File: config.mk
export PLATFORM = sky130hd
export DESIGN_NAME = two_digit_seven_segment_mux_top
export DESIGN_NICKNAME = d
export VERILOG_FILES = /design/src/sv/sdm_pkg.sv /design/src/sv/sdm_digit.sv /design/src/sv/sdm_serial.sv /design/src/sv/two_digit_seven_segment_mux_top.sv
export SDC_FILE = /design/constraint.sdc
export NUM_CORES = 1
export LEC_CHECK = 0
export BUFFER_PORTS_ARGS = -buffer_cell sky130_fd_sc_hd__buf_2
export CAP_MARGIN = 20
export CORE_MARGIN = 1.5
export CORE_UTILIZATION = 52
export CTS_BUF_LIST = sky130_fd_sc_hd__clkbuf_16
export CTS_CLUSTER_DIAMETER = 100
export DETAILED_ROUTE_END_ITERATION = 8
export GPL_TIMING_DRIVEN = 0
export PLACE_DENSITY = 0.82
export SKIP_CTS_REPAIR_TIMING = 1
export SKIP_LAST_GASP = 1
export SLEW_MARGIN = 10
export SYNTH_ARGS = -nofsm -noshare
export SYNTH_HDL_FRONTEND = slang
export SYNTH_HIERARCHICAL = 1
export SYNTH_SLANG_ARGS = --single-unit
File: constraint.sdc
create_clock -name clk -period 4.1 [get_ports clk]
set_input_delay 0.82 -clock clk [delete_from_list [all_inputs] [get_ports clk]]
set_output_delay 0.82 -clock clk [all_outputs]
set_load 0.05 [all_outputs]
File: src/sv/sdm_pkg.sv
// ============================================================================
// sdm_pkg : shared types and constants for the seven-segment display mux
// Request codes, register indexes, segment lookup and inter-module structs.
// ============================================================================
package sdm_pkg;

    // request kinds carried on s_tuser
    typedef enum logic [1:0] {
        REQ_TICK     = 2'd0,
        REQ_LOAD_DEC = 2'd1,
        REQ_LOAD_HEX = 2'd2,
        REQ_UNUSED   = 2'd3
    } req_t;

    // configuration register indexes
    localparam logic [0:0] CFG_RAW_MODE    = 1'b0;
    localparam logic [0:0] CFG_RAW_PATTERN = 1'b1;

    localparam int unsigned BITS_PER_FRAME = 8;
    localparam logic [7:0]  SEL_BIT        = 8'h80;

    // configuration as seen by the datapath
    typedef struct packed {
        logic        raw_mode;
        logic [15:0] raw_pattern;
    } sdm_cfg_t;

    // frame handed from the digit stage to the serialiser
    typedef struct packed {
        logic       valid;
        logic [7:0] pattern;
    } sdm_frame_t;

    // hex digit to segment pattern (gfedcba, active high)
    function automatic logic [7:0] seg_lookup(input logic [3:0] nib);
        logic [7:0] seg;
        case (nib)
            4'h0:    seg = 8'h3f;
            4'h1:    seg = 8'h06;
            4'h2:    seg = 8'h5b;
            4'h3:    seg = 8'h4f;
            4'h4:    seg = 8'h66;
            4'h5:    seg = 8'h6d;
            4'h6:    seg = 8'h7d;
            4'h7:    seg = 8'h07;
            4'h8:    seg = 8'h7f;
            4'h9:    seg = 8'h6f;
            4'ha:    seg = 8'h77;
            4'hb:    seg = 8'h7c;
            4'hc:    seg = 8'h39;
            4'hd:    seg = 8'h5e;
            4'he:    seg = 8'h79;
            4'hf:    seg = 8'h71;
            default: seg = 8'h00;
        endcase
        return seg;
    endfunction

endpackage

File: src/sv/sdm_digit.sv
// ============================================================================
// sdm_digit : request register, display state and segment selection
// Holds one request, updates the display byte on loads, builds frames on ticks.
// ============================================================================
module sdm_digit
    import sdm_pkg::*;
(
    input  logic       clk,
    input  logic       rst_n,
    input  logic       in_valid,
    output logic       in_ready,
    input  logic [1:0] in_req,
    input  logic [7:0] in_value,
    input  sdm_cfg_t   cfg,
    output sdm_frame_t frame,
    input  logic       frame_ready
);

    logic       req_valid_reg;
    logic [1:0] req_type_reg;
    logic [7:0] req_value_reg;
    logic [7:0] display_reg;
    logic [7:0] display_next;
    logic       phase_reg;

    logic        is_tick;
    logic        fire;
    logic [15:0] prod;
    logic [4:0]  tens;
    logic [7:0] tens_x10;
    logic [7:0] units;
    logic [7:0] pattern;

    assign is_tick  = (req_t'(req_type_reg) == REQ_TICK);
    assign fire     = req_valid_reg && (!is_tick || frame_ready);
    assign in_ready = !req_valid_reg || fire;

    // v / 10 by reciprocal, exact for 8-bit v
    assign prod     = {8'd0, req_value_reg} * 16'd205;
    assign tens     = prod[15:11];
    assign tens_x10 = {tens, 3'b000} + {2'b00, tens, 1'b0};
    assign units    = req_value_reg - tens_x10;

    always_comb
    begin
        display_next = display_reg;
        case (req_t'(req_type_reg))
            REQ_LOAD_DEC: display_next = {tens[3:0], units[3:0]};
            REQ_LOAD_HEX: display_next = req_value_reg;
            default:      display_next = display_reg;
        endcase
    end

    always_comb
    begin
        if (!phase_reg)
        begin
            pattern = cfg.raw_mode ? cfg.raw_pattern[15:8] : seg_lookup(display_reg[7:4]);
        end
        else
        begin
            pattern = SEL_BIT |
                      (cfg.raw_mode ? cfg.raw_pattern[7:0] : seg_lookup(display_reg[3:0]));
        end
    end

    assign frame.valid   = req_valid_reg && is_tick;
    assign frame.pattern = pattern;

    always_ff @(posedge clk or negedge rst_n)
    begin
        if (!rst_n)
        begin
            req_valid_reg <= 1'b0;
            display_reg   <= 8'h00;
            phase_reg     <= 1'b0;
        end
        else
        begin
            if (in_ready)
            begin
                req_valid_reg <= in_valid;
            end
            if (fire)
            begin
                display_reg <= display_next;
                if (is_tick)
                begin
                    phase_reg <= !phase_reg;
                end
            end
        end
    end

    // payload, no reset
    always_ff @(posedge clk)
    begin
        if (in_ready && in_valid)
        begin
            req_type_reg  <= in_req;
            req_value_reg <= in_value;
        end
    end

`ifndef ASSERT_OFF
    a_phase_toggle: assert property (@(posedge clk) disable iff (!rst_n)
        fire && is_tick |=> phase_reg != $past(phase_reg))
        else $error("digit phase did not toggle after tick");
    a_phase_hold: assert property (@(posedge clk) disable iff (!rst_n)
        !(fire && is_tick) |=> $stable(phase_reg))
        else $error("digit phase moved without tick");
    a_display_hold_on_tick: assert property (@(posedge clk) disable iff (!rst_n)
        !(fire && !is_tick) |=> $stable(display_reg))
        else $error("display byte changed without load");
`endif

endmodule

File: src/sv/sdm_serial.sv
// ============================================================================
// sdm_serial : eight-bit serialiser, MSB first
// Shifts one frame out a bit per transfer and marks the eighth bit.
// ============================================================================
module sdm_serial
    import sdm_pkg::*;
(
    input  logic       clk,
    input  logic       rst_n,
    input  sdm_frame_t frame,
    output logic       frame_ready,
    output logic       out_valid,
    input  logic       out_ready,
    output logic       out_bit,
    output logic       out_last
);

    localparam logic [2:0] LAST_CNT = 3'(BITS_PER_FRAME - 1);

    logic       busy_reg;
    logic [2:0] cnt_reg;
    logic [7:0] shift_reg;
    logic       take;

    assign out_valid   = busy_reg;
    assign out_bit     = shift_reg[7];
    assign out_last    = busy_reg && (cnt_reg == LAST_CNT);
    assign take        = busy_reg && out_ready;
    assign frame_ready = !busy_reg || (out_ready && cnt_reg == LAST_CNT);

    always_ff @(posedge clk or negedge rst_n)
    begin
        if (!rst_n)
        begin
            busy_reg <= 1'b0;
            cnt_reg  <= 3'd0;
        end
        else if (frame.valid && frame_ready)
        begin
            busy_reg <= 1'b1;
            cnt_reg  <= 3'd0;
        end
        else if (take)
        begin
            if (cnt_reg == LAST_CNT)
            begin
                busy_reg <= 1'b0;
            end
            cnt_reg <= cnt_reg + 3'd1;
        end
    end

    always_ff @(posedge clk)
    begin
        if (frame.valid && frame_ready)
        begin
            shift_reg <= frame.pattern;
        end
        else if (take)
        begin
            shift_reg <= {shift_reg[6:0], 1'b0};
        end
    end

`ifndef ASSERT_OFF
    a_stay_busy: assert property (@(posedge clk) disable iff (!rst_n)
        busy_reg && cnt_reg != LAST_CNT |=> busy_reg)
        else $error("serialiser dropped a frame early");
    a_count_step: assert property (@(posedge clk) disable iff (!rst_n)
        take && cnt_reg != LAST_CNT |=> cnt_reg == $past(cnt_reg) + 3'd1)
        else $error("bit count skipped");
    a_load_only_when_free: assert property (@(posedge clk) disable iff (!rst_n)
        frame.valid && frame_ready |=> busy_reg && cnt_reg == 3'd0)
        else $error("frame load not started cleanly");
`endif

endmodule

File: src/sv/two_digit_seven_segment_mux_top.sv
// ============================================================================
// two_digit_seven_segment_mux_top : two-digit multiplexed display driver
// Stores a display byte and sends one digit's segment frame serially per tick.
// ============================================================================
//
//  channel | signals                              | payload
//  --------+--------------------------------------+------------------------------
//  s_*     | s_tvalid s_tready s_tdata s_tuser    | tdata: load_value[7:0]
//          |                                      | tuser: req_type[1:0]
//  m_*     | m_tvalid m_tready m_tdata m_tlast    | tdata[0]: data_bit, tlast: is_last
//  cfg_*   | cfg_valid cfg_ready cfg_index cfg_data | 0: raw mode, 1: raw pattern
//
// A tick yields eight output transfers, one per bit; the serialiser paces
// the ticks and takes the next frame as the last bit of the current one is
// accepted. Loads are absorbed while a frame is still shifting.
// Reset clears the display byte, the phase (high digit first) and both
// registers. m_tready low holds the current bit; the request register then
// holds one tick and s_tready drops until the serialiser frees.
//
module two_digit_seven_segment_mux_top
    import sdm_pkg::*;
(
    input  logic        clk,
    input  logic        rst_n,
    // request stream
    input  logic        s_tvalid,
    output logic        s_tready,
    input  logic [7:0]  s_tdata,   // [7:0] load_value
    input  logic [1:0]  s_tuser,   // [1:0] req_type
    // serial bit stream
    output logic        m_tvalid,
    input  logic        m_tready,
    output logic [7:0]  m_tdata,   // [0] data_bit, [7:1] zero
    output logic        m_tlast,   // is_last
    // register writes
    input  logic        cfg_valid,
    output logic        cfg_ready,
    input  logic [0:0]  cfg_index,
    input  logic [15:0] cfg_data
);

    logic        raw_mode_reg;
    logic [15:0] raw_pattern_reg;
    sdm_cfg_t    cfg;
    sdm_frame_t  frame;
    logic        frame_ready;
    logic        out_bit;

    // registers are always writable
    assign cfg_ready = 1'b1;

    always_ff @(posedge clk or negedge rst_n)
    begin
        if (!rst_n)
        begin
            raw_mode_reg    <= 1'b0;
            raw_pattern_reg <= 16'h0000;
        end
        else if (cfg_valid && cfg_ready)
        begin
            case (cfg_index)
                CFG_RAW_MODE:    raw_mode_reg    <= cfg_data[0];
                CFG_RAW_PATTERN: raw_pattern_reg <= cfg_data;
                default:         raw_mode_reg    <= raw_mode_reg;
            endcase
        end
    end

    assign cfg.raw_mode    = raw_mode_reg;
    assign cfg.raw_pattern = raw_pattern_reg;

    // request register, display state, segment lookup
    sdm_digit u_digit (
        .clk         (clk),
        .rst_n       (rst_n),
        .in_valid    (s_tvalid),
        .in_ready    (s_tready),
        .in_req      (s_tuser),
        .in_value    (s_tdata),
        .cfg         (cfg),
        .frame       (frame),
        .frame_ready (frame_ready)
    );

    // frame to bit stream
    sdm_serial u_serial (
        .clk         (clk),
        .rst_n       (rst_n),
        .frame       (frame),
        .frame_ready (frame_ready),
        .out_valid   (m_tvalid),
        .out_ready   (m_tready),
        .out_bit     (out_bit),
        .out_last    (m_tlast)
    );

    assign m_tdata = {7'd0, out_bit};

`ifndef ASSERT_OFF
    a_last_needs_valid: assert property (@(posedge clk) disable iff (!rst_n)
        m_tlast |-> m_tvalid)
        else $error("tlast without tvalid");
    a_no_accept_when_stalled: assert property (@(posedge clk) disable iff (!rst_n)
        m_tvalid && !m_tready && !frame_ready |=> m_tvalid)
        else $error("output lost while stalled");
    a_last_ends_frame: assert property (@(posedge clk) disable iff (!rst_n)
        m_tvalid && m_tready && m_tlast && !frame.valid |=> !m_tvalid)
        else $error("bits emitted past end of frame");
`endif

endmodule
Word-level counts from Yosys, hierarchy flattened
Memories as Yosys holds them, arrays and structs flattened.
Index checks and enable logic that the tools add are counted.

cells by class
  add/sub/neg operators = 3
  reduce and logical (&&, ||, !) cells = 23
  equality and inequality tests = 3
  multiplexer cells = 11
  bitwise logic cells = 1
  multipliers = 1

operator list
  operator                count
  $mux W8                 4
  $pmux W8 S2             1
  $mul A8 B8 Y15 const B  1
  $reduce_and A2 Y1       5
  $logic_and A1 B1 Y1     7
  $mux W7                 1
  $mux W3                 2
  $reduce_bool A2 Y1      3
  $add A4 B4 Y4           1
  $logic_not A1 Y1        4
  $sub A4 B4 Y4           1
  $add A3 B1 Y3 const B   1
  $eq A3 B3 Y1 const B    1
  $logic_or A1 B1 Y1      3
  $mux W1                 3
  $eq A2 B1 Y1 const B    1
  $eq A2 B2 Y1 const B    1
  $logic_not A2 Y1        1
  $not A1 Y1              1

word-level totals
  memories kept = 2
  memory bits (read-only) = 224
  bits in registers = 49
  word-level logic and storage cells = 54

memory list
  memory           words  bits a word  read ports  clocked after Yosys merged registers in  wr ports  RTL line       source
  (no name shown)  16     7            1           0                                        0         sdm_pkg.sv:37  case (nib)
  (no name shown)  16     7            1           0                                        0         sdm_pkg.sv:37

Logic depth before layout (Yosys ltp)
Gate-level depths: netlist of run 1.

  depth after elaboration = 7
  mapped depth = 18
  mapped depth without buffers = 18

Cells and area by module
Netlist of run 1, hierarchy kept.

modules (own cells, without submodules)
  module                           cells each  area an instance (µm²)  sequential area each (µm²)  times used
  sdm_digit                        268         2617.5                  550.5                       1
  two_digit_seven_segment_mux_top  48          767.0                   425.4                       1
  sdm_serial                       43          620.6                   340.3                       1

Worst setup path after synthesis of run 1
OpenSTA, ideal clock, no wires.

  kind = register to register
  start point = register u_digit.req_value_reg[1]
  end point = register u_digit.display_reg[3]
  required time = 4.030 ns
  path buffers = 0
  slack = -0.376 ns
  library setup time = 0.070 ns
  stages on the path, launching flop included = 18
  data arrival time = 4.406 ns
  cells stage by stage = edfxtp_1 -> ha_1 -> xor2_1 -> ha_1 -> fa_1 -> inv_1 -> fa_1 -> inv_1 -> ha_1 -> a211oi_2 -> nand2_2 -> o31ai_1 -> xnor2_1 -> ha_1 -> xnor2_1 -> xnor3_1 -> a2111oi_2 -> nand3b_1

between the ends
  cells in the longest elaborated chain, start to end = 4

RTL lines
  item                    RTL line          source
  start, declared         sdm_digit.sv:21   logic [7:0] req_value_reg;
  start signal, assigned  sdm_digit.sv:101  req_value_reg <= in_value;
  $mul A8 B8 Y15          sdm_digit.sv:39   assign prod = {8'd0, req_value_reg} * 16'd205;
  $add A4 B4 Y4           sdm_digit.sv:41   assign tens_x10 = {tens, 3'b000} + {2'b00, tens, 1'b0};
  $sub A4 B4 Y4 (*)       sdm_digit.sv:42   assign units = req_value_reg - tens_x10;
  $pmux W8 S2 (*)         sdm_digit.sv:47   case (req_t'(req_type_reg))
  end signal, assigned    sdm_digit.sv:86   display_reg <= display_next;
  end, declared           sdm_digit.sv:22   logic [7:0] display_reg;

Mark *: on every way between the ends. The rest lies on a longest branch, timed or not.
A chain may end at the register's enable or synchronous reset.

Worst setup path after layout of run 1
Ends and elaborated chain as after synthesis.

==> out/results.ini, run 1 <==
[outcome]
status = finished, violations left
failed_checks = setup timing

[worst_setup_path]
critPathRequiredTime_ps = 4320
worst_path_max_delay_cell = fa_1
cpMostUsedCell = ha_4
timing_worst_setup_path_type = reg -> reg
worstPathArrival_ps = 4770
critical_path.max_fanout = 4
largest_stage_delay_on_the_critical_path_ps = 510
timing.reg2reg.setup_slack_ps = -450
worstSetupStartpointType = register
critical_path.endpoint_type = register
path_cells = buf_6, ha_4, xor2_2, ha_1, fa_1, inv_2, fa_1, inv_2, ha_4, nand4_1, o21ai_4, o31ai_4, xnor2_2, ha_4, xnor2_1, xnor3_1, a2111oi_2, nand3b_1

[final_layout]
nNetsFinal = 517
final_layout_size_suffix_gt1_share_pct = 27.3
commonest_cells_after_routing_fill_and_taps_aside = ha_1, inv_1, buf_2, dfrtp_1, nand2_1
mostFrequentLayoutCell = ha_1
final-instance-count-excl-fill = 513
syn_to_layout_area_delta_pct = 17.3
antenna_cells_inserted = 0
fillers = 551
largest_register_ffs = 15

[placed_design]
detailedPlacementHpwl_um = 5710
post-place-cells = 496
worst_slack_at_placement_ps = -442
gpl.final_weighted_congestion = 0.890
io_buffer_count = 34

[timing]
relSlewSlack_pct = 43.3
achievable-frequency_mhz = 220
setup_total_negative_slack_ps = -1320
min_period_ps = 4550
fin_crit_sh_pct = 111
timing_worst_slew_pin_value_ps = 844
timing.final.hold_violations = 0
setup_viol_count_final = 6
holdWs_ps = 513
setup_slack_ps = -449
grt_setup_unrepaired = yes
fin_skew_ps = 7.07
final-max-slew-violation-count = 0

[power]
power.share.combinational_pct = 62.4
p_sw_share_pct = 41.6
switchingPower_mw = 1.32
power.share.sequential_pct = 23.2
clock_power_share_pct = 14.5
power_report.internal_total_mw = 1.85
max-vdd-ir-drop_mv = 0.475
cell_leakage_power_nw = 2.24
p_per_area_mw_per_mm2 = 682

[job]
maxCapViolCount = 0

[synth]
syn_area_mm2 = 0.00397
syn-instance-count = 357
synth_area_per_cell_um2 = 11.1
yosys_warning_count = 6

[global_route]
grtUsageTotal_pct = 19.6
first_pass_grt_wire_length_um = 12900
number_of_antenna_violations_at_the_first_check_in_global_routing = 0
grt_overflow = 0
number_of_global_route_vias_before_repair = 2781
grt_start_max_net_pins = 31

[detailed_routing]
detail_route.drc_violations = 0
avgViaCountPerCell = 5.40
detail_route.wl_per_cell_um = 15.3
finalWirelength_um = 7830
route.antenna.remaining_nets = 0
vias = 2768
drtPass1Iterations = 4
initialDrtViolationCount = 173

[floorplanning]
initial_utilization_pct = 54.1
io_pins = 44
floorplan.die.height_um = 90.3
floorplan.rows = 31
coreArea_mm2 = 0.00733
die_w_um = 90.3
die-area_mm2 = 0.00816

[clock_tree]
clock_sinks = 48
worst_skew_pair.late_latency_ps = 290
cts.clk_slew.worst_paths_ps = 60
cts_max_level = 2
clockBufferDepth = 2
number_of_buffers_added_by_the_clock_tree_synthesis_step = 5
clockRootBuffer = clkbuf_16
tritoncts = done

[hold_path]
worstHoldPathType = reg -> reg

-- worst max-delay path: cells and delay by family, from the launching register on --
kind | cells | cell delay (ps)
AOI/OAI and AO/OA | 3 | 590
xor gates and xnor gates | 4 | 870
adders and majority gates | 6 | 2040
buffers and inverters | 3 | 250
DFF | 1 | 450
and+or+nand+nor | 2 | 270
-- per-layer routing --
layer,up-vias,track usage (%),wire (um)
li1,1352,-,-
met1,1330,25.8,3480
met5,-,0,0
met4,0,5.95,108
met2,76,33.2,3860
met3,10,3.28,381
-- through the flow --
stage	util (%)	total power, mW	instance area, um2
final	63.5	3.17	4650
after detailed placement	58.9	2.41	4320
after floorplan	-	2.06	4020
after global placement	58.9	2.33	4320
after CTS	61.2	2.89	4490
after global routing	63.5	3.41	4650
-- layout make-up --
type,count,area (um2),area share (%)
Inverter,38,143,3.07
Tap cell,99,124,2.66
Clock buffer,5,125,2.69
Clock inverter,3,42.5,0.914
Timing Repair Buffer,43,249,5.35
Buffer,20,133,2.85
Multi-Input combinational cell,257,2540,54.7
Sequential cell,48,1290,27.8
-- path summary, 6_finish.rpt --
kind | from | endpoint | depth (start not counted)
worst max-delay path | u_digit/req_value_reg[1]$_DFFE_PP_ | u_digit/display_reg[3]$_DFFE_PN0P_ | 18
worst min register to register | raw_pattern_reg[6]$_DFFE_PN0P_ | raw_pattern_reg[6]$_DFFE_PN0P_ | 1
worst max register to register | u_digit/req_value_reg[1]$_DFFE_PP_ | u_digit/display_reg[3]$_DFFE_PN0P_ | 18
min in group asynchronous | rst_n | raw_pattern_reg[15]$_DFFE_PN0P_ | 1
max in group asynchronous | rst_n | u_digit/display_reg[3]$_DFFE_PN0P_ | 1
worst min-delay path | raw_pattern_reg[6]$_DFFE_PN0P_ | raw_pattern_reg[6]$_DFFE_PN0P_ | 1
-- power groups by stage --
stage | registers (mW) | clock network (mW) | logic [mW]
3_5_place_dp | 0.746 | 0 | 1.66
5_1_grt | 0.753 | 0.488 | 2.17
4_1_cts | 0.737 | 0.466 | 1.69
6_report | 0.735 | 0.459 | 1.98
3_3_place_gp | 0.737 | 0 | 1.60
2_1_floorplan | 0.733 | 0 | 1.32
Power figures use the tool's default switching activity.
==> inputs of run 2 (changes only) <==
--- a/config.mk
+++ b/config.mk
@@ -19,5 +19,4 @@
 export SLEW_MARGIN = 10
 export SYNTH_ARGS = -nofsm -noshare
 export SYNTH_HDL_FRONTEND = slang
-export SYNTH_HIERARCHICAL = 1
 export SYNTH_SLANG_ARGS = --single-unit
==> run 2 against run 1 <==
  * The flow still finishes with violations (setup timing)
  * Cell count increased by 2.3%
  * Setup slack worse by 360 ps
  * Cell area shrank 1.8%
  * Clock-buffer cell count is the same
  * Register-to-register slack got worse by 360 ps
  * Clock skew is 1.3 ps lower
  * Sequential share of layout area increased by 0.50 points
  * Highest routed layer unchanged
  * Hold slack worse by 1.5 ps
  * Global-route usage increased by 0.97 points
  * Critical path depth rose by 3
  * Core utilization shrank 0.12 points
  * Sequential power decreased by 0.5%
==> out/results.ini, run 2 <==
[outcome]
status = finished, violations left  ; unchanged
failed_checks = setup timing  ; unchanged

[synth]
synth_area_per_cell_um2 = 10.6  ; was 11.1 um2
synth-edff-count = 18
post_synth_num_cell_types = 54
yosysMostFrequentCell = ha_1
synth.top_cells.by_count = ha_1, inv_1, dfrtp_1, mux2_2, nor2_1
synth.top_cell.area_share_pct = 20.1
syn_area_mm2 = 0.00386  ; was 0.00397 mm2
synth_seq_area_share_pct = 33.4
area_leader_netlist = ha_1
synth.ff_latch_count = 48
synth-async-reset-ratio_pct = 62.5
yosys_warning_count = 0  ; was 6
synth.area.top_cells = ha_1, dfrtp_1, edfxtp_1, mux2_2, fa_1
syn-instance-count = 364  ; was 357
synth-main-ff-cell = dfrtp_1

[clock_tree]
clockRootBuffer = clkbuf_16  ; unchanged
tritoncts = done  ; unchanged
clockBufferDepth = 2  ; unchanged
cts.clk_slew.worst_paths_ps = 70  ; was 60 ps
clock_sinks = 48  ; unchanged
worst_skew_pair.late_latency_ps = 290  ; about the same
number_of_buffers_added_by_the_clock_tree_synthesis_step = 5  ; unchanged
cts_max_level = 2  ; unchanged

[worst_setup_path]
cpMostUsedCell = ha_4  ; unchanged
critical_path.max_fanout = 6  ; was 4
reg2reg_to = u_digit.display_reg[3]$_DFFE_PN0P_  ; was u_digit/display_reg[3]$_DFFE_PN0P_
cpLargestDelayFamily = adder cells  ; unchanged
critical_path.endpoint_type = register  ; unchanged
worst_r2r_path_depth = 21  ; was 18
critPathRequiredTime_ps = 4230  ; was 4320 ps
worstPathBufferInverterCount = 3  ; unchanged
launch_instance_of_the_worst_register_to_register_path = u_digit.req_value_reg[1]$_DFFE_PP_  ; was u_digit/req_value_reg[1]$_DFFE_PP_
worstPathArrival_ps = 5050  ; was 4770 ps
worst_path_max_delay_cell = edfxtp_1  ; was fa_1
worstSetupStartpointType = register  ; unchanged
path_cells = ha_4, inv_4, ha_4, inv_2, fa_1, fa_1, inv_2, ha_4, and4_4, a41oi_4, a21oi_4, nor2_4, xnor2_2, ha_4, xnor2_4, or4b_1, o311ai_1, a21oi_1, nand3_2, xor2_1, o221ai_1  ; was buf_6, ha_4, xor2_2, ha_1, fa_1, inv_2, fa_1, inv_2, ha_4, nand4_1, o21ai_4, o31ai_4, xnor2_2, ha_4, xnor2_1, xnor3_1, a2111oi_2, nand3b_1
largest_stage_delay_on_the_critical_path_ps = 540  ; was 510 ps
timing.reg2reg.setup_slack_ps = -810  ; was -450 ps
timing_worst_setup_path_type = reg -> reg  ; unchanged

[detailed_routing]
detail_route.drc_violations = 0  ; unchanged
route.antenna.remaining_nets = 0  ; unchanged
avgViaCountPerCell = 5.38  ; was 5.40
initialDrtViolationCount = 155  ; was 173
drtPass1Iterations = 4  ; unchanged
vias = 2826  ; was 2768
detail_route.wl_per_cell_um = 15.0  ; was 15.3 um
finalWirelength_um = 7860  ; was 7830 um

[final_layout]
fillers = 579  ; was 551
syn_to_layout_area_delta_pct = 18.3  ; was 17.3%
nNetsFinal = 529  ; was 517
final_layout_size_suffix_gt1_share_pct = 27.5  ; was 27.3%
ff_latch_area_mm2 = 0.00129  ; unchanged
postLayoutCellArea_mm2 = 0.00457  ; was 0.00465 mm2
antenna_cells_inserted = 0  ; unchanged
largest_register_ffs = 15  ; unchanged
utilization_pct = 63.3  ; was 63.5%
mostFrequentLayoutCell = ha_1  ; unchanged
commonest_cells_after_routing_fill_and_taps_aside = ha_1, buf_2, inv_1, dfrtp_1, buf_4  ; was ha_1, inv_1, buf_2, dfrtp_1, nand2_1
multi_input_area_mm2 = 0.00244  ; was 0.00254 mm2

[placed_design]
gpl.final_weighted_congestion = 0.925  ; was 0.890
dpl-instance-area_mm2 = 0.00422  ; was 0.00432 mm2
detailedPlacementHpwl_um = 5780  ; was 5710 um
io_buffer_count = 34  ; unchanged

[hold_path]
worstHoldPathType = reg -> reg  ; unchanged
worstHoldPathCells = 1  ; unchanged
timing.hold.worst.start = raw_pattern_reg[14]$_DFFE_PN0P_  ; was raw_pattern_reg[6]$_DFFE_PN0P_
hold_end = raw_pattern_reg[14]$_DFFE_PN0P_  ; was raw_pattern_reg[6]$_DFFE_PN0P_

[floorplanning]
die_w_um = 89.2  ; was 90.3 um
io_pins = 44  ; unchanged
die-area_mm2 = 0.00795  ; was 0.00816 mm2
floorplan.rows = 31  ; unchanged
initial_utilization_pct = 53.5  ; was 54.1%
coreArea_mm2 = 0.00721  ; was 0.00733 mm2
floorplan.die.height_um = 89.2  ; was 90.3 um

[timing]
timing.final.hold_violations = 0  ; unchanged
fin_crit_sh_pct = 120  ; was 111%
fin_skew_ps = 5.75  ; was 7.07 ps
setup_slack_ps = -814  ; was -449 ps
relSlewSlack_pct = 54.8  ; was 43.3%
final-max-slew-violation-count = 0  ; unchanged
grt_setup_unrepaired = yes  ; unchanged
min_period_ps = 4910  ; was 4550 ps
timing_worst_slew_pin_value_ps = 679  ; was 844 ps
achievable-frequency_mhz = 203  ; was 220 MHz
setup_viol_count_final = 3  ; was 6

[global_route]
grt_overflow = 0  ; unchanged
number_of_global_route_vias_before_repair = 2699  ; was 2781
grt_start_max_net_pins = 31  ; unchanged
grtUsageTotal_pct = 20.6  ; was 19.6%
first_pass_grt_wire_length_um = 12700  ; was 12900 um
number_of_antenna_violations_at_the_first_check_in_global_routing = 0  ; unchanged

[job]
maxCapViolCount = 0  ; unchanged

[power]
p_total_mw = 3.07  ; was 3.17 mW
p_per_area_mw_per_mm2 = 673  ; was 682 mW/mm2
cell_leakage_power_nw = 2.16  ; was 2.24 nW
max-vdd-ir-drop_mv = 0.507  ; was 0.475 mV

run 2: final cells by class:
type	count	area share, %
sequential	48	28.3
clock inverter	3	1.01
buffer	21	2.66
inverter	39	3.26
multi-input combinational	262	53.3
timing repair buffer	48	6.02
tap	99	2.71
clock buffer	5	2.74
run 2: worst max-delay path by stage:
stage,from,to,depth (start not counted),slack [ps]
6_report,u_digit.req_value_reg[1]$_DFFE_PP_,u_digit.display_reg[3]$_DFFE_PN0P_,21,-810
3_3_place_gp,u_digit.req_value_reg[0]$_DFFE_PP_,u_digit.display_reg[3]$_DFFE_PN0P_,22,-950
3_5_place_dp,u_digit.req_value_reg[0]$_DFFE_PP_,u_digit.display_reg[3]$_DFFE_PN0P_,22,-980
5_1_grt,u_digit.req_value_reg[1]$_DFFE_PP_,u_digit.display_reg[3]$_DFFE_PN0P_,21,-1040
2_1_floorplan,u_digit.req_value_reg[1]$_DFFE_PP_,u_digit.display_reg[3]$_DFFE_PN0P_,21,-540
4_1_cts,u_digit.req_value_reg[0]$_DFFE_PP_,u_digit.display_reg[3]$_DFFE_PN0P_,22,-1030
run 2: per-stage QoR:
step	instances	hold WS (ps)	setup TNS, ps	worst slack (ps)
final	525	512	-1040	-814
after detailed placement	503	499	-1350	-981
after CTS	511	514	-1500	-1030
after global placement	503	490	-1270	-951
after global routing	525	531	-1750	-1040
after floorplan	370	474	-539	-539
run 2: worst register-to-register path: cells and delay by family, from the launching register on:
family                     cells  cell delay (ps)
adders and majority gates      6             2070
and+or+nand+nor                4              900
AOI/OAI and AO/OA              5              670
DFF                            1              540
xor gates and xnor gates       3              460
buffers and inverters          3              120
run 2: cell families (layout without fill, tap and decap cells):
family          count (synthesis)  after routing  synth area share, %
mux                            34             34                 11.5
xor+xnor                       11             11                 2.50
fa+ha+maj                      72             72                 25.3
other cells                     2              8                0.194
flops                          48             48                 33.4
compound gates                 63             63                 10.7
simple gates                   74             74                 9.49
buf+inv                        60            116                 6.93
run 2: power by group:
part	internal (mW)	switching, mW	total [mW]
Clock	0.290	0.179	0.469
Combinational	0.859	1.02	1.87
Sequential	0.632	0.0994	0.731
run 2: layer usage:
layer  global-route usage, %  up-vias  share of wire [%]
met2                    34.7       67                 50
met3                    3.32       14                3.5
met5                       0        -                  0
met1                    28.0     1356                 45
li1                        -     1389                  -
met4                    4.76        0                1.9
==> inputs of run 3 (changes only) <==
--- a/config.mk
+++ b/config.mk
@@ -8,12 +8,12 @@
 export BUFFER_PORTS_ARGS = -buffer_cell sky130_fd_sc_hd__buf_2
 export CAP_MARGIN = 20
 export CORE_MARGIN = 1.5
-export CORE_UTILIZATION = 52
+export CORE_UTILIZATION = 53
 export CTS_BUF_LIST = sky130_fd_sc_hd__clkbuf_16
 export CTS_CLUSTER_DIAMETER = 100
 export DETAILED_ROUTE_END_ITERATION = 8
 export GPL_TIMING_DRIVEN = 0
-export PLACE_DENSITY = 0.82
+export PLACE_DENSITY = 0.83
 export SKIP_CTS_REPAIR_TIMING = 1
 export SKIP_LAST_GASP = 1
 export SLEW_MARGIN = 10
==> run 3 against run 2 <==
  * The run still ends with setup timing left
  * Register-to-register slack lost 60 ps
  * Critical path depth up 1
  * First-iteration DRC count is 1.3% higher
  * Die area down 1.8%
  * Via count up 5.0%
  * Sequential cell count is the same
  * Clock power down 16%
  * Setup slack worse by 61 ps
  * Critical path type unchanged
  * Combinational power grew 12%
==> out/results.ini, run 3 (synthesis results as in run 2) <==
[floorplanning]
floorplan.die.height_um = 88.4  ; was 89.2 um
io_pins = 44  ; unchanged
die_w_um = 88.4  ; was 89.2 um
coreArea_mm2 = 0.00691  ; was 0.00721 mm2
die-area_mm2 = 0.00781  ; was 0.00795 mm2
floorplan.rows = 30  ; was 31
initial_utilization_pct = 55.9  ; was 53.5%

[clock_tree]
clockBufferDepth = 2  ; unchanged
cts.clk_slew.worst_paths_ps = 60  ; was 70 ps
worst_skew_pair.late_latency_ps = 290  ; about the same
number_of_buffers_added_by_the_clock_tree_synthesis_step = 5  ; unchanged
clock_sinks = 48  ; unchanged
cts_max_level = 2  ; unchanged
tritoncts = done  ; unchanged
clockRootBuffer = clkbuf_16  ; unchanged

[power]
p_total_mw = 3.21  ; was 3.07 mW
clock_power_share_pct = 12.2  ; was 15.3%
cell_leakage_power_nw = 2.21  ; was 2.16 nW
power_report.internal_total_mw = 1.82  ; was 1.78 mW
switchingPower_mw = 1.39  ; was 1.29 mW
max-vdd-ir-drop_mv = 0.414  ; was 0.507 mV
power.share.combinational_pct = 65.2  ; was 61.0%
p_sw_share_pct = 43.2  ; was 42.1%
p_per_area_mw_per_mm2 = 682  ; was 673 mW/mm2
power.share.sequential_pct = 22.6  ; was 23.8%

[timing]
grt_setup_unrepaired = yes  ; unchanged
fin_crit_sh_pct = 121  ; was 120%
timing.final.hold_violations = 0  ; unchanged
timing_worst_slew_pin_value_ps = 717  ; was 679 ps
min_period_ps = 4980  ; was 4910 ps
holdWs_ps = 509  ; was 512 ps
final-max-slew-violation-count = 0  ; unchanged
setup_viol_count_final = 2  ; was 3
setup_slack_ps = -875  ; was -814 ps
achievable-frequency_mhz = 201  ; was 203 MHz
fin_skew_ps = 4.19  ; was 5.75 ps
relSlewSlack_pct = 52.2  ; was 54.8%

[detailed_routing]
wl_met2_um = 4440  ; was 3920 um
drtPass1Iterations = 4  ; unchanged
avgViaCountPerCell = 5.54  ; was 5.38
detail_route.wl_per_cell_um = 16.4  ; was 15.0 um
finalWirelength_um = 8800  ; was 7860 um
vias = 2968  ; was 2826
met3_wirelength_um = 359  ; was 278 um
detail_route.drc_violations = 0  ; unchanged
initialDrtViolationCount = 157  ; was 155
route.antenna.remaining_nets = 0  ; unchanged
top_layer_used = met4  ; unchanged
wl_met1_um = 3750  ; was 3520 um

[final_layout]
postLayoutCellArea_mm2 = 0.00471  ; was 0.00457 mm2
final_layout_size_suffix_gt1_share_pct = 30.7  ; was 27.5%
commonest_cells_after_routing_fill_and_taps_aside = ha_1, buf_2, buf_4, inv_1, dfrtp_1  ; was ha_1, buf_2, inv_1, dfrtp_1, buf_4
syn_to_layout_area_delta_pct = 22.1  ; was 18.3%
largest_register_ffs = 15  ; unchanged
final-instance-count-excl-fill = 536  ; was 525
nNetsFinal = 543  ; was 529
antenna_cells_inserted = 0  ; unchanged
mostFrequentLayoutCell = ha_1  ; unchanged
utilization_pct = 68.2  ; was 63.3%

[placed_design]
dpl-instance-area_mm2 = 0.00422  ; about the same
post-place-cells = 500  ; was 503
detailedPlacementHpwl_um = 5790  ; was 5780 um
gpl.final_weighted_congestion = 0.891  ; was 0.925
io_buffer_count = 34  ; unchanged

[global_route]
grt_start_max_net_pins = 31  ; unchanged
first_pass_grt_wire_length_um = 12400  ; was 12700 um
number_of_antenna_violations_at_the_first_check_in_global_routing = 0  ; unchanged
grt_overflow = 0  ; unchanged
number_of_global_route_vias_before_repair = 2692  ; was 2699
grtUsageTotal_pct = 20.3  ; was 20.6%

[worst_setup_path]
launch_instance_of_the_worst_register_to_register_path = u_digit.req_value_reg[1]$_DFFE_PP_  ; unchanged
setup.worst_path.start = u_digit.req_value_reg[1]$_DFFE_PP_  ; unchanged
timing_worst_setup_path_type = reg -> reg  ; unchanged
worstSetupStartpointType = register  ; unchanged
critPathRequiredTime_ps = 4240  ; was 4230 ps
worstPathArrival_ps = 5120  ; was 5050 ps
critical_path.endpoint_type = register  ; unchanged
critical_path.max_fanout = 3  ; was 6

[hold_path]
worstHoldPathType = reg -> reg  ; unchanged
timing.hold.worst.start = raw_pattern_reg[2]$_DFFE_PN0P_  ; was raw_pattern_reg[14]$_DFFE_PN0P_

[outcome]
failed_checks = setup timing  ; unchanged
status = finished, violations left  ; unchanged

[job]
maxCapViolCount = 0  ; unchanged

## run 3: cell types whose count changed in the layout (fill, tap and decap cells not counted), sizes merged
cell and delta:
buf +14, bufinv -1, clkinv +1
## run 3: critical path, cell delays in order (launching register included)
cell,delay (ps)
edfxtp_1,430
buf_6,150
ha_4,280
inv_4,40
ha_4,250
inv_2,40
fa_1,500
fa_1,560
inv_2,50
ha_4,260
and4_4,200
a41oi_4,130
a21oi_4,180
nor2_2,70
xnor2_2,230
ha_4,200
xnor2_4,70
or4b_1,520
o311ai_1,120
a21oi_1,100
nand3_2,120
xor2_1,180
o221ai_1,140
## run 3: per-stage QoR
step	TNS (ps)	setup WS, ps
floorplan	-539	-539
global placement	-1220	-941
detailed placement	-1470	-1060
CTS	-1600	-1100
global route	-1450	-1010
finish	-993	-875
## run 3: power by group through the flow
stage	Combinational [mW]	Sequential [mW]	Clock [mW]
floorplan	1.33	0.717	0
global placement	1.59	0.730	0
detailed placement	1.67	0.737	0
CTS	1.69	0.728	0.395
global route	2.31	0.744	0.407
finish	2.09	0.727	0.392
## run 3: final timing paths
| path | endpoint | slack [ps] | depth (start not counted) |
|---|---|---|---|
| setup / recovery | u_digit.display_reg[3]$_DFFE_PN0P_ | -880 | 22 |
| hold / removal | raw_pattern_reg[2]$_DFFE_PN0P_ | 510 | 1 |
| setup reg to reg | u_digit.display_reg[3]$_DFFE_PN0P_ | -880 | 22 |
| hold reg to reg | raw_pattern_reg[2]$_DFFE_PN0P_ | 510 | 1 |
| max in group asynchronous | u_digit.display_reg[5]$_DFFE_PN0P_ | 3060 | 1 |
| min in group asynchronous | raw_pattern_reg[3]$_DFFE_PN0P_ | 580 | 1 |
## run 3: routing by layer
metal,track usage (%),vias to the layer above
li1,-,1417
met1,26.5,1438
met2,35.9,86
met3,3.26,27
met4,4.12,0
met5,0,-
## run 3: final cells by class
type,instances,area [um2]
multi-input combinational,262,2500
fill,495,2190
sequential,48,1290
timing repair buffer,62,392
inverter,39,149
clock buffer,5,125
buffer,21,121
tap,96,120
clock inverter,3,15.0
